$ cat src/rtl/f64c_pkg.sv
// Types, constants and the end-around adder for the Fletcher-64 block.
`timescale 1ns / 1ps

package f64c_pkg;

    localparam logic [31:0] SUM_MODULUS    = 32'hFFFF_FFFF;
    localparam int          BYTES_PER_WORD = 4;
    localparam logic [1:0]  LAST_POS       = 2'(BYTES_PER_WORD - 1);

    typedef struct packed {
        logic [7:0] data_byte;
        logic       byte_present;
        logic       last;
    } beat_t;

    typedef struct packed {
        logic  valid;
        beat_t beat;
    } stage_t;

    // (x + y) mod (2^32 - 1) for x below the modulus and any 32-bit y.
    function automatic logic [31:0] mod_add(input logic [31:0] x, input logic [31:0] y);
        logic [32:0] sum;
        logic [31:0] wrapped;
        begin
            sum     = {1'b0, x} + {1'b0, y};
            wrapped = sum[31:0] + {31'b0, sum[32]};
            mod_add = (wrapped == SUM_MODULUS) ? 32'h0 : wrapped;
        end
    endfunction

endpackage

$ cat src/rtl/fletcher64_checksum.sv
// Top level of the Fletcher-64 checksum block.
// Takes one message byte per beat and returns the 64-bit checksum (second sum
// in bits 63..32, first sum in bits 31..0) on m_checksum after the beat marked
// s_last. A beat is registered on entry, passes through one stage that packs
// the byte and performs the two chained end-around adds, and the checksum is
// registered on the way out, so m_valid rises once the closing beat has left
// the entry register and its checksum is captured. Throughput is one beat per
// cycle; s_ready drops only when the entry register holds a closing beat while
// an earlier checksum still waits to be taken. A closing beat without a byte
// ends the message, so an empty message gives 0.
`timescale 1ns / 1ps

module fletcher64_checksum (
    input  logic        aclk,
    input  logic        aresetn,
    input  logic        s_valid,
    output logic        s_ready,
    input  logic [7:0]  s_data_byte,
    input  logic        s_byte_present,
    input  logic        s_last,
    output logic        m_valid,
    input  logic        m_ready,
    output logic [63:0] m_checksum
);

    f64c_pkg::beat_t  in_beat;
    f64c_pkg::stage_t stage;
    logic             advance;
    logic [63:0]      checksum;

    logic             out_valid_reg;
    logic             out_valid_next;
    logic [63:0]      checksum_reg;
    logic             emit;

    assign in_beat.data_byte    = s_data_byte;
    assign in_beat.byte_present = s_byte_present;
    assign in_beat.last         = s_last;

    // A closing beat waits only while the result register is still occupied.
    assign advance = stage.valid && (!stage.beat.last || !out_valid_reg || m_ready);
    assign emit    = advance && stage.beat.last;

    f64c_in_stage u_in_stage (
        .aclk    (aclk),
        .aresetn (aresetn),
        .s_valid (s_valid),
        .s_ready (s_ready),
        .in_beat (in_beat),
        .advance (advance),
        .stage   (stage)
    );

    f64c_accum u_accum (
        .aclk     (aclk),
        .aresetn  (aresetn),
        .step     (advance),
        .beat     (stage.beat),
        .checksum (checksum)
    );

    always_comb begin
        if (emit) begin
            out_valid_next = 1'b1;
        end else if (m_ready) begin
            out_valid_next = 1'b0;
        end else begin
            out_valid_next = out_valid_reg;
        end
    end

    always_ff @(posedge aclk) begin
        if (!aresetn) begin
            out_valid_reg <= 1'b0;
        end else begin
            out_valid_reg <= out_valid_next;
        end
    end

    always_ff @(posedge aclk) begin
        if (emit) begin
            checksum_reg <= checksum;
        end
    end

    assign m_valid    = out_valid_reg;
    assign m_checksum = checksum_reg;

endmodule

$ cat src/rtl/f64c_in_stage.sv
// Input register stage: captures one beat and holds it until the sum stage takes it.
`timescale 1ns / 1ps

module f64c_in_stage (
    input  logic            aclk,
    input  logic            aresetn,
    input  logic            s_valid,
    output logic            s_ready,
    input  f64c_pkg::beat_t in_beat,
    input  logic            advance,
    output f64c_pkg::stage_t stage
);

    logic            valid_reg;
    logic            valid_next;
    f64c_pkg::beat_t beat_reg;
    logic            load;

    assign s_ready = !valid_reg || advance;
    assign load    = s_valid && s_ready;

    always_comb begin
        if (load) begin
            valid_next = 1'b1;
        end else if (advance) begin
            valid_next = 1'b0;
        end else begin
            valid_next = valid_reg;
        end
    end

    always_ff @(posedge aclk) begin
        if (!aresetn) begin
            valid_reg <= 1'b0;
        end else begin
            valid_reg <= valid_next;
        end
    end

    always_ff @(posedge aclk) begin
        if (load) begin
            beat_reg <= in_beat;
        end
    end

    assign stage.valid = valid_reg;
    assign stage.beat  = beat_reg;

endmodule

$ cat src/rtl/f64c_accum.sv
// Running sums, word packing and the checksum of a closing beat.
`timescale 1ns / 1ps

module f64c_accum (
    input  logic            aclk,
    input  logic            aresetn,
    input  logic            step,
    input  f64c_pkg::beat_t beat,
    output logic [63:0]     checksum
);

    logic [31:0] first_sum_reg;
    logic [31:0] first_sum_next;
    logic [31:0] second_sum_reg;
    logic [31:0] second_sum_next;
    logic [23:0] partial_word_reg;
    logic [23:0] partial_word_next;
    logic [1:0]  byte_position_reg;
    logic [1:0]  byte_position_next;

    logic [31:0] word;
    logic        word_full;
    logic [23:0] partial_after;
    logic [1:0]  pos_after;
    logic        fold;
    logic [31:0] fold_word;
    logic [31:0] first_after;
    logic [31:0] second_after;

    // Drop the byte into its lane of the word.
    always_comb begin
        case (byte_position_reg)
            2'd0:    word = {8'h0, partial_word_reg[23:8], beat.data_byte};
            2'd1:    word = {8'h0, partial_word_reg[23:16], beat.data_byte,
                             partial_word_reg[7:0]};
            2'd2:    word = {8'h0, beat.data_byte, partial_word_reg[15:0]};
            default: word = {beat.data_byte, partial_word_reg};
        endcase
    end

    assign word_full = beat.byte_present && (byte_position_reg == f64c_pkg::LAST_POS);

    always_comb begin
        if (!beat.byte_present) begin
            partial_after = partial_word_reg;
            pos_after     = byte_position_reg;
        end else if (word_full) begin
            partial_after = 24'h0;
            pos_after     = 2'd0;
        end else begin
            partial_after = word[23:0];
            pos_after     = byte_position_reg + 2'd1;
        end
    end

    // A full word folds as is; a closing beat folds the zero-padded partial word, if any.
    assign fold      = word_full || (beat.last && (pos_after != 2'd0));
    assign fold_word = word_full ? word : {8'h0, partial_after};

    assign first_after  = fold ? f64c_pkg::mod_add(first_sum_reg, fold_word)
                               : first_sum_reg;
    assign second_after = fold ? f64c_pkg::mod_add(second_sum_reg, first_after)
                               : second_sum_reg;

    assign checksum = {second_after, first_after};

    always_comb begin
        if (beat.last) begin
            first_sum_next     = 32'h0;
            second_sum_next    = 32'h0;
            partial_word_next  = 24'h0;
            byte_position_next = 2'd0;
        end else begin
            first_sum_next     = first_after;
            second_sum_next    = second_after;
            partial_word_next  = partial_after;
            byte_position_next = pos_after;
        end
    end

    always_ff @(posedge aclk) begin
        if (!aresetn) begin
            first_sum_reg     <= 32'h0;
            second_sum_reg    <= 32'h0;
            partial_word_reg  <= 24'h0;
            byte_position_reg <= 2'd0;
        end else if (step) begin
            first_sum_reg     <= first_sum_next;
            second_sum_reg    <= second_sum_next;
            partial_word_reg  <= partial_word_next;
            byte_position_reg <= byte_position_next;
        end
    end

endmodule

$ cat config.mk
export PLATFORM = sky130hd
export DESIGN_NAME = fletcher64_checksum
export DESIGN_NICKNAME = d
export VERILOG_FILES = /design/src/rtl/f64c_pkg.sv /design/src/rtl/fletcher64_checksum.sv /design/src/rtl/f64c_in_stage.sv /design/src/rtl/f64c_accum.sv
export SDC_FILE = /design/constraint.sdc
export NUM_CORES = 1
export LEC_CHECK = 0
export BUFFER_PORTS_ARGS = -buffer_cell sky130_fd_sc_hd__buf_2
export CORE_UTILIZATION = 43
export CTS_CLUSTER_SIZE = 28
export DETAILED_ROUTE_END_ITERATION = 16
export GPL_ROUTABILITY_DRIVEN = 0
export PLACE_DENSITY = 0.58
export REMOVE_ABC_BUFFERS = 1
export SKIP_LAST_GASP = 1
export SYNTH_ARGS = -nofsm -noshare
export SYNTH_HDL_FRONTEND = slang
export SYNTH_SLANG_ARGS = --single-unit
$ cat constraint.sdc
create_clock -name aclk -period 18.2 [get_ports aclk]
set_clock_uncertainty 0.15 [all_clocks]
set_input_delay 2.73 -clock aclk [delete_from_list [all_inputs] [get_ports aclk]]
set_output_delay 2.73 -clock aclk [all_outputs]
set_load 0.05 [all_outputs]
==> results of run 1 <==
## path summary, 6_finish.rpt
path / from / endpoint / depth (start not counted)
setup / recovery: u_accum.byte_position_reg[0] / m_checksum[33] / 52
hold / removal: u_accum.second_sum_reg[31] / u_accum.second_sum_reg[31] / 2
setup reg to reg: u_accum.byte_position_reg[0] / m_checksum[33] / 52
hold reg to reg: u_accum.second_sum_reg[31] / u_accum.second_sum_reg[31] / 2
## power breakdown
group	internal [µW]	leakage (µW)	switching (µW)
sequential	393	0.00146	5.43
clock	205	0.000285	175
combinational	17.9	0.00411	46.7
total	616	0.00585	227
## cell usage after synthesis (all sizes together), types with 35 or more instances
cell type / instances
clkbuf: 94
nand2: 117
a21oi: 218
a22oi: 35
xnor2: 53
nor3: 45
edfxtp: 74
nor2: 112
a211oi: 40
and3: 55
nand4: 42
dfxtp: 92
nand3: 43
o21ai: 83
ha: 74
mux2i: 45
## area by class of cell
type                       instances  area [µm²]  share of cell area [%]
multi-input combinational       1438       10000                    63.3
sequential                       166        4060                    25.6
tap                              448         561                    3.53
timing repair buffer              95         515                    3.25
clock buffer                      17         425                    2.68
clock inverter                    15         165                    1.04
inverter                          26        97.6                   0.615
## routing by layer
metal | up-vias | GRT usage [%]
met5 | - | 0
met4 | 0 | 8.04
met1 | 6727 | 34.3
met3 | 74 | 3.25
li1 | 6698 | -
met2 | 504 | 44.3
## cells by family (layout without fill, tap and decap cells)
kind of cell	Yosys count	count (layout)	synth area share [%]
AO/OA/AOI/OAI	624	624	30.5
AND/OR/NAND/NOR	601	601	22.4
adder cells (fa/ha/maj)	76	76	6.58
multiplexers	50	50	3.45
flip-flops	166	166	27.7
buffers and inverters	143	153	4.23
XOR/XNOR	87	87	5.24
## worst max-delay path, delay by kind of cell (launching register included)
family	cells	cell delay, ns
compound gates	22	4.48
xor+xnor	1	0.19
fa+ha+maj	8	2.11
buf+inv	4	1.52
flops	1	0.37
simple gates	17	5.62
## stage by stage
| step | hold WS, ns | setup slack [ns] | total power [µW] | area (µm²) | cells |
|---|---|---|---|---|---|
| after floorplan | 0.304 | 3.14 | 451 | 14200 | 1630 |
| after global placement | 0.327 | 3.93 | 471 | 15300 | 2173 |
| after detailed placement | 0.337 | 3.55 | 471 | 15300 | 2173 |
| after CTS | 0.347 | 3.46 | 850 | 15900 | 2205 |
| after global routing | 0.384 | 2.52 | 867 | 15900 | 2205 |
| final | 0.352 | 3.40 | 843 | 15900 | 2205 |
==> results.toml, run 1 <==
[cts]
ctsHoldBuffers = 0
post_cts_buffers = 0
cts_tree = "done"
path_clk_slew_ns = 0.07
numCtsBuffers = 17
numClockSinks = 166
ctsResizeCount = 0
clock_path_buffers = 2
clkLatencyLatePin_ns = 0.47
cts_root_buffer = "clkbuf_16"
cts-htree-levels = 4

[logic_synthesis]
synth_top_cell_area_share_pct = 15.1
yosysTopAreaCell = "edfxtp_1"
synth.cell_area_um2 = 14700
yosysWarnings = 0
async_reset_ff_share_pct = 0
synthFlopType = "dfxtp_1"
seq_area_frac_synth_pct = 27.7
netlist_instances = 1747
syn_area_per_cell_um2 = 8.41
ys_types = 97
synth_edf_count = 74
ys_ff_latch = 166
synthTopCellsByArea = "edfxtp_1, dfxtp_1, ha_1"

[layout]
n_antenna_cell = 0
drive_gt1_share_pct = 13.9
nFillCells = 3328
postLayoutCoreUtil_pct = 47.3
area_growth_pct = 8.02
finalNetCount = 1834
most-common-layout-cells = "a21oi_1, nand2_1, nor2_1"
largest_register_ff_count = 64
final_common_cell = "a21oi_1"

[detailed_routing]
wl_met3_um = 2560
wl_per_cell_um = 20.9
met1_length_um = 20600
drtPass1Iterations = 7
detail-route-antenna-nets = 0
wl_um = 46200
top_layer = "met4"
vias = 14003
wl_met2_um = 21900
viasPerCell = 6.35
first_iter_violations = 1357
drcViolationCount = 0

[sta]
worstMarginPinSlew_ns = 1.19
post-route-min-period_ns = 14.80
hold_viol_final = 0
max_freq_ghz = 0.0676
slew_viol_final = 0
period_share_pct = 81.3
setup_viol = 0
rsz0062_at_grt = "false"
setup_tns_ns = 0
slew_headroom_pct = 19.5

[worst_setup_path]
end_kind = "flip-flop"
critPathMaxFanout = 62
start_kind = "flip-flop"
reg2reg_slack_ns = 3.40
cp.arrival_ns = 14.82
criticalPathCategory = "reg -> reg"
crit_path_frequent_cell = "ha_1"
slowest_delay_ns = 0.86
crit_required_ns = 18.22
cpMaxStageDelayCell = "buf_4"

[status]
status = "finished, final reports clean"

[pwr]
p_leak_uw = 0.00585
vdd_ir_drop_max_uv = 67.7
p_per_area_nw_per_um2 = 53.2

[run]
cap_violations = 0

[grt]
grt_pass1_wl_um = 72500
grt_use_total_pct = 26.0
antenna_found_initial = 0
grt_overflow_total = 0
grt_max_degree = 68
grt_pass1_vias = 13067

[die]
fp.dieW_um = 187
io_pins = 80
die_y_um = 187
start_util_pct = 43.8
core_um2 = 33500
rows = 67
fp.dieArea_um2 = 34900

[placed_design]
io_buffers = 79
hpwl_um = 34500

[hold_path]
hp-class = "reg -> reg"
Power figures use the tool's default switching activity.
==> run 2: changes to the inputs <==
clock period = 13.8 ns   (was 18.2 ns; I/O delays follow)
==> run 2 against run 1 <==
  * Critical path depth fell by 1
  * Clock-buffer cell count rose by 2
  * Worst hold slack got worse by 0.0028 ns
  * Wire length rose by 0.78%
  * Sequential power rose by 32%
  * Largest cell class unchanged
==> results.toml, run 2 (same netlist as run 1, synthesis figures left out) <==
[placed_design]
hpwl_um = 35000
place_area_um2 = 15500
dp.cells = 2196
io_buffers = 79

[grt]
grt_pass1_wl_um = 73000
grt_max_degree = 66
grt_pass1_vias = 13257
grt_overflow_total = 0
antenna_found_initial = 1
grt_use_total_pct = 26.4

[detailed_routing]
viasPerCell = 6.30
wl_per_cell_um = 20.9
first_iter_violations = 1256
vias = 14059
drtPass1Iterations = 5
detail-route-antenna-nets = 0
wl_um = 46600
drcViolationCount = 0

[worst_setup_path]
start_kind = "flip-flop"
reg2reg_slack_ns = 0.70
crit_path_frequent_cell = "ha_1"
critPathLaunch = "u_accum.byte_position_reg[0]"
critPathMaxFanout = 35
cp.arrival_ns = 13.28
reg2reg_from = "u_accum.byte_position_reg[0]"
critPathCapture = "u_accum.second_sum_reg[5]"
end_kind = "flip-flop"
cpMaxStageDelayCell = "or4_4"
crit_cells = 51
rr_worst_depth = 51
cp_top_family = "simple AND/OR/NAND/NOR gates"
r2r_end = "u_accum.second_sum_reg[5]"
criticalPathCategory = "reg -> reg"
slowest_delay_ns = 0.54
critPathBufInv = 4
crit_required_ns = 13.98

[layout]
final_common_cell = "a21oi_1"
stdcell_area_um2 = 16200
final_cells = 2231
area_growth_pct = 10.2
largest_register_ff_count = 64
drive_gt1_share_pct = 15.7
finalNetCount = 1859
most-common-layout-cells = "a21oi_1, nand2_1, nor2_1"

[pwr]
vdd_ir_drop_max_uv = 92.6
finalPower_uw = 1150
p_per_area_nw_per_um2 = 71.2
p_leak_uw = 0.00601

[cts]
numClockSinks = 166
numCtsBuffers = 17
path_clk_slew_ns = 0.06
ctsHoldBuffers = 0
cts_tree = "done"
clkLatencyLatePin_ns = 0.47
clock_path_buffers = 2
cts_root_buffer = "clkbuf_16"
cts-htree-levels = 4

[die]
io_pins = 80
core_um2 = 33500
fp.dieArea_um2 = 34900
rows = 67
start_util_pct = 43.8
die_y_um = 187
fp.dieW_um = 187

[sta]
post-route-min-period_ns = 13.10
hold_viol_final = 0
worstMarginPinSlew_ns = 1.40
slew_headroom_pct = 5.79
rsz0062_at_grt = "false"
setup_viol = 0
max_freq_ghz = 0.0764
setup_tns_ns = 0
hold_ws_ns = 0.350
period_share_pct = 94.9
slew_viol_final = 0

[hold_path]
hp-class = "reg -> reg"
hold_start = "u_accum.second_sum_reg[31]"

[status]
status = "finished, final reports clean"

[run]
cap_violations = 0
run 2: worst min path at each step:
stage	endpoint	slack (ns)	cells past startpoint
global placement	u_accum.second_sum_reg[31]	0.33	2
finish	u_accum.second_sum_reg[31]	0.35	2
global route	u_accum.second_sum_reg[31]	0.37	2
detailed placement	u_accum.second_sum_reg[31]	0.34	2
floorplan	u_accum.second_sum_reg[31]	0.30	2
CTS	u_accum.second_sum_reg[31]	0.35	2
run 2: cell type report:
| type | instances | area, µm² |
|---|---|---|
| timing repair buffer | 120 | 737 |
| clock inverter | 13 | 204 |
| inverter | 26 | 97.6 |
| multi-input combinational | 1438 | 10100 |
| antenna | 1 | 2.50 |
| sequential | 166 | 4060 |
| clock buffer | 19 | 433 |
| fill | 3260 | 17300 |
| tap | 448 | 561 |
run 2: what timing repair did:
| item | CTS | global route |
|---|---|---|
| setup endpoints to repair | 0 | 64 |
| buffers inserted | 0 | 1 |
| gates resized for setup | 0 | 17 |
run 2: power breakdown:
part           internal (µW)  total (µW)  switching, µW
Combinational           24.6        87.2           62.6
Sequential               519         525           6.12
Clock                    321         541            221
Total                    864        1150            289
run 2: metal layers:
| layer | vias up | GRT usage [%] | wire [µm] |
|---|---|---|---|
| met5 | - | 0 | 0 |
| met4 | 0 | 8.95 | 1370 |
| met3 | 81 | 4.28 | 2720 |
| met2 | 464 | 43.9 | 22100 |
| met1 | 6751 | 34.7 | 20400 |
| li1 | 6763 | - | - |
run 2: worst min-delay path, delay by kind of cell, from the launching register on:
family	cells	cell delay, ns
AND/OR/NAND/NOR	1	0.06
AO/OA/AOI/OAI	1	0.05
flip-flops	1	0.33
run 2: metrics by stage:
stage	util [%]	setup WS, ns
finish	48.3	0.705
floorplan	-	-1.26
CTS	48.0	0.131
global placement	46.1	0.540
global route	48.3	0.0252
detailed placement	46.1	0.163
==> run 3: changes to the inputs <==
ABC_AREA = 1   (was default)
PLACE_DENSITY = 0.57   (was 0.58)
==> run 3 against run 2 <==
  * Die area is 2.6% higher
  * Sequential power hardly changed
  * Clock power is 11% lower
  * Critical endpoint is now u_accum.second_sum_reg[7]
==> results.toml, run 3 <==
[status]
status = "finished, final reports clean"

[die]
core_um2 = 34500
die_y_um = 189
rows = 68
start_util_pct = 43.6
fp.dieArea_um2 = 35800
io_pins = 80
fp.dieW_um = 189

[cts]
clock_path_buffers = 2
numClockSinks = 166
ctsHoldBuffers = 0
numCtsBuffers = 17
path_clk_slew_ns = 0.07
ctsResizeCount = 0
cts_tree = "done"
cts_root_buffer = "clkbuf_16"
cts-htree-levels = 4
post_cts_buffers = 0
clkLatencyLatePin_ns = 0.47

[logic_synthesis]
synth.top_cells.by_count = "nand2_1, inv_1, nor2_1, nand2_2, nand3_1"
synthAdderAreaFrac_pct = 6.41
synthMuxAreaShare_pct = 0
ys_types = 43
netlist_instances = 2428
yosysWarnings = 0
seq_area_frac_synth_pct = 27.0
synth_top_family_by_area = "simple AND/OR/NAND/NOR gates"
synth_top_cell_area_share_pct = 21.7
syn_area_per_cell_um2 = 6.21
synthFlopType = "dfxtp_1"
synth.cell_area_um2 = 15100
yosysMostFrequentCell = "nand2_1"
yosys.area_share.simple_pct = 44.4
async_reset_ff_share_pct = 0
synth_edf_count = 74
synthTopCellsByArea = "nand2_1, edfxtp_1, dfxtp_1"
ys_ff_latch = 166
yosysTopAreaCell = "nand2_1"
synth_compound_area_share_pct = 10.9
synthXorXnorAreaFrac_pct = 1.72

[worst_setup_path]
slowest_delay_ns = 0.49
end_kind = "flip-flop"
crit_required_ns = 13.96
criticalPathCategory = "reg -> reg"
critPathBufInv = 4
crit_cells = 65
reg2reg_from = "u_accum.byte_position_reg[0]"
r2r_end = "u_accum.second_sum_reg[7]"
rr_worst_depth = 65
cp_top_family = "simple AND/OR/NAND/NOR gates"
start_kind = "flip-flop"
reg2reg_slack_ns = 2.79
critPathMaxFanout = 32
crit_path_frequent_cell = "nand2_1"
cpMaxStageDelayCell = "nand3_4"
cp.arrival_ns = 11.18

[sta]
rsz0062_at_grt = "false"
slew_viol_final = 0
setup_viol = 0
period_share_pct = 79.8
slew_headroom_pct = 27.2
hold_viol_final = 0
max_freq_ghz = 0.0908
worstMarginPinSlew_ns = 1.09
post-route-min-period_ns = 11.01
setup_tns_ns = 0

[layout]
n_antenna_cell = 0
most-common-layout-cells = "nand2_1, inv_1, nor2_1"
area_growth_pct = 8.68
largest_register_ff_count = 64
drive_gt1_share_pct = 16.1
final_common_cell = "nand2_1"
finalNetCount = 2567
postLayoutCoreUtil_pct = 47.4
final_cells = 2945

[pwr]
p_per_area_nw_per_um2 = 67.2
vdd_ir_drop_max_uv = 92.6
p_leak_uw = 0.00729

[run]
cap_violations = 0

[detailed_routing]
viasPerCell = 5.13
wl_um = 45600
drtPass1Iterations = 5
wl_per_cell_um = 15.5
drcViolationCount = 0
first_iter_violations = 820
vias = 15118
detail-route-antenna-nets = 0

[placed_design]
dp.cells = 2913
io_buffers = 79
hpwl_um = 36000

[hold_path]
hp-class = "reg -> reg"
hold-path-endpoint = "u_accum.partial_word_reg[14]"
min_path_cells = 2
hold_start = "u_accum.partial_word_reg[14]"

[grt]
grt_pass1_wl_um = 73400
grt_max_degree = 93
grt_pass1_vias = 14392
grt_overflow_total = 0
antenna_found_initial = 0
grt_use_total_pct = 26.1
[run 3: changes by cell type after synthesis, sizes merged, moves of 40 or more]
cell    delta
nand2    +931
inv      +280
nor2     +139
nand3    +121
and3      -54
a21oi     -53
clkbuf    -52
xnor2     -48
mux2i     -45
a211oi    -40
[run 3: report_power, final]
group	leakage [µW]	total [µW]	internal, µW	switching, µW
clock network	0.000284	484	241	244
registers	0.00142	525	520	5.66
logic	0.00558	90.5	18.5	72.0
[run 3: cell type report]
type	count	area [µm²]
clock buffer	17	425
inverter	308	1160
clock inverter	15	151
fill	3736	18200
sequential	166	4060
timing repair buffer	85	440
multi-input combinational	1899	9570
tap	455	569
[run 3: kinds of logic (layout without fill, tap and decap cells)]
| family | after synthesis | after routing |
|---|---|---|
| xor gates and xnor gates | 27 | 27 |
| AOI/OAI and AO/OA | 285 | 285 |
| and+or+nand+nor | 1511 | 1511 |
| buffers and inverters | 363 | 425 |
| DFF | 166 | 166 |
| adders and majority gates | 76 | 76 |
[run 3: worst max-delay path by stage]
stage / slack (ns) / to / from
floorplan: 5.03 / u_accum.second_sum_reg[7] / u_in_stage.stage[1]
global placement: 3.02 / u_accum.second_sum_reg[7] / u_accum.byte_position_reg[0]
CTS: 2.69 / u_accum.second_sum_reg[7] / u_accum.byte_position_reg[0]
global route: 1.44 / u_accum.second_sum_reg[7] / u_accum.byte_position_reg[0]
detailed placement: 2.69 / u_accum.second_sum_reg[0] / u_accum.byte_position_reg[0]
finish: 2.79 / u_accum.second_sum_reg[7] / u_accum.byte_position_reg[0]
[run 3: through the flow]
stage	area (µm²)	hold slack [ns]	power [µW]	worst slack (ns)
2_1_floorplan	14800	0.308	599	5.03
3_3_place_gp	15800	0.315	627	3.02
3_5_place_dp	15800	0.322	627	2.69
4_1_cts	16400	0.334	1110	2.69
5_1_grt	16400	0.351	1140	1.44
6_report	16400	0.331	1100	2.79
[run 3: routing by layer]
metal	vias up	wire, µm	GRT usage [%]
li1	7795	-	-
met1	6895	20100	31.6
met2	327	22300	46.1
met3	101	1660	3.74
met4	0	1570	10.9
met5	-	0	0
[run 3: worst min-delay path: cells and delay by family, from the launching register on]
family          cells  cell delay, ns
flops               1            0.32
simple gates        1            0.06
compound gates      1            0.05
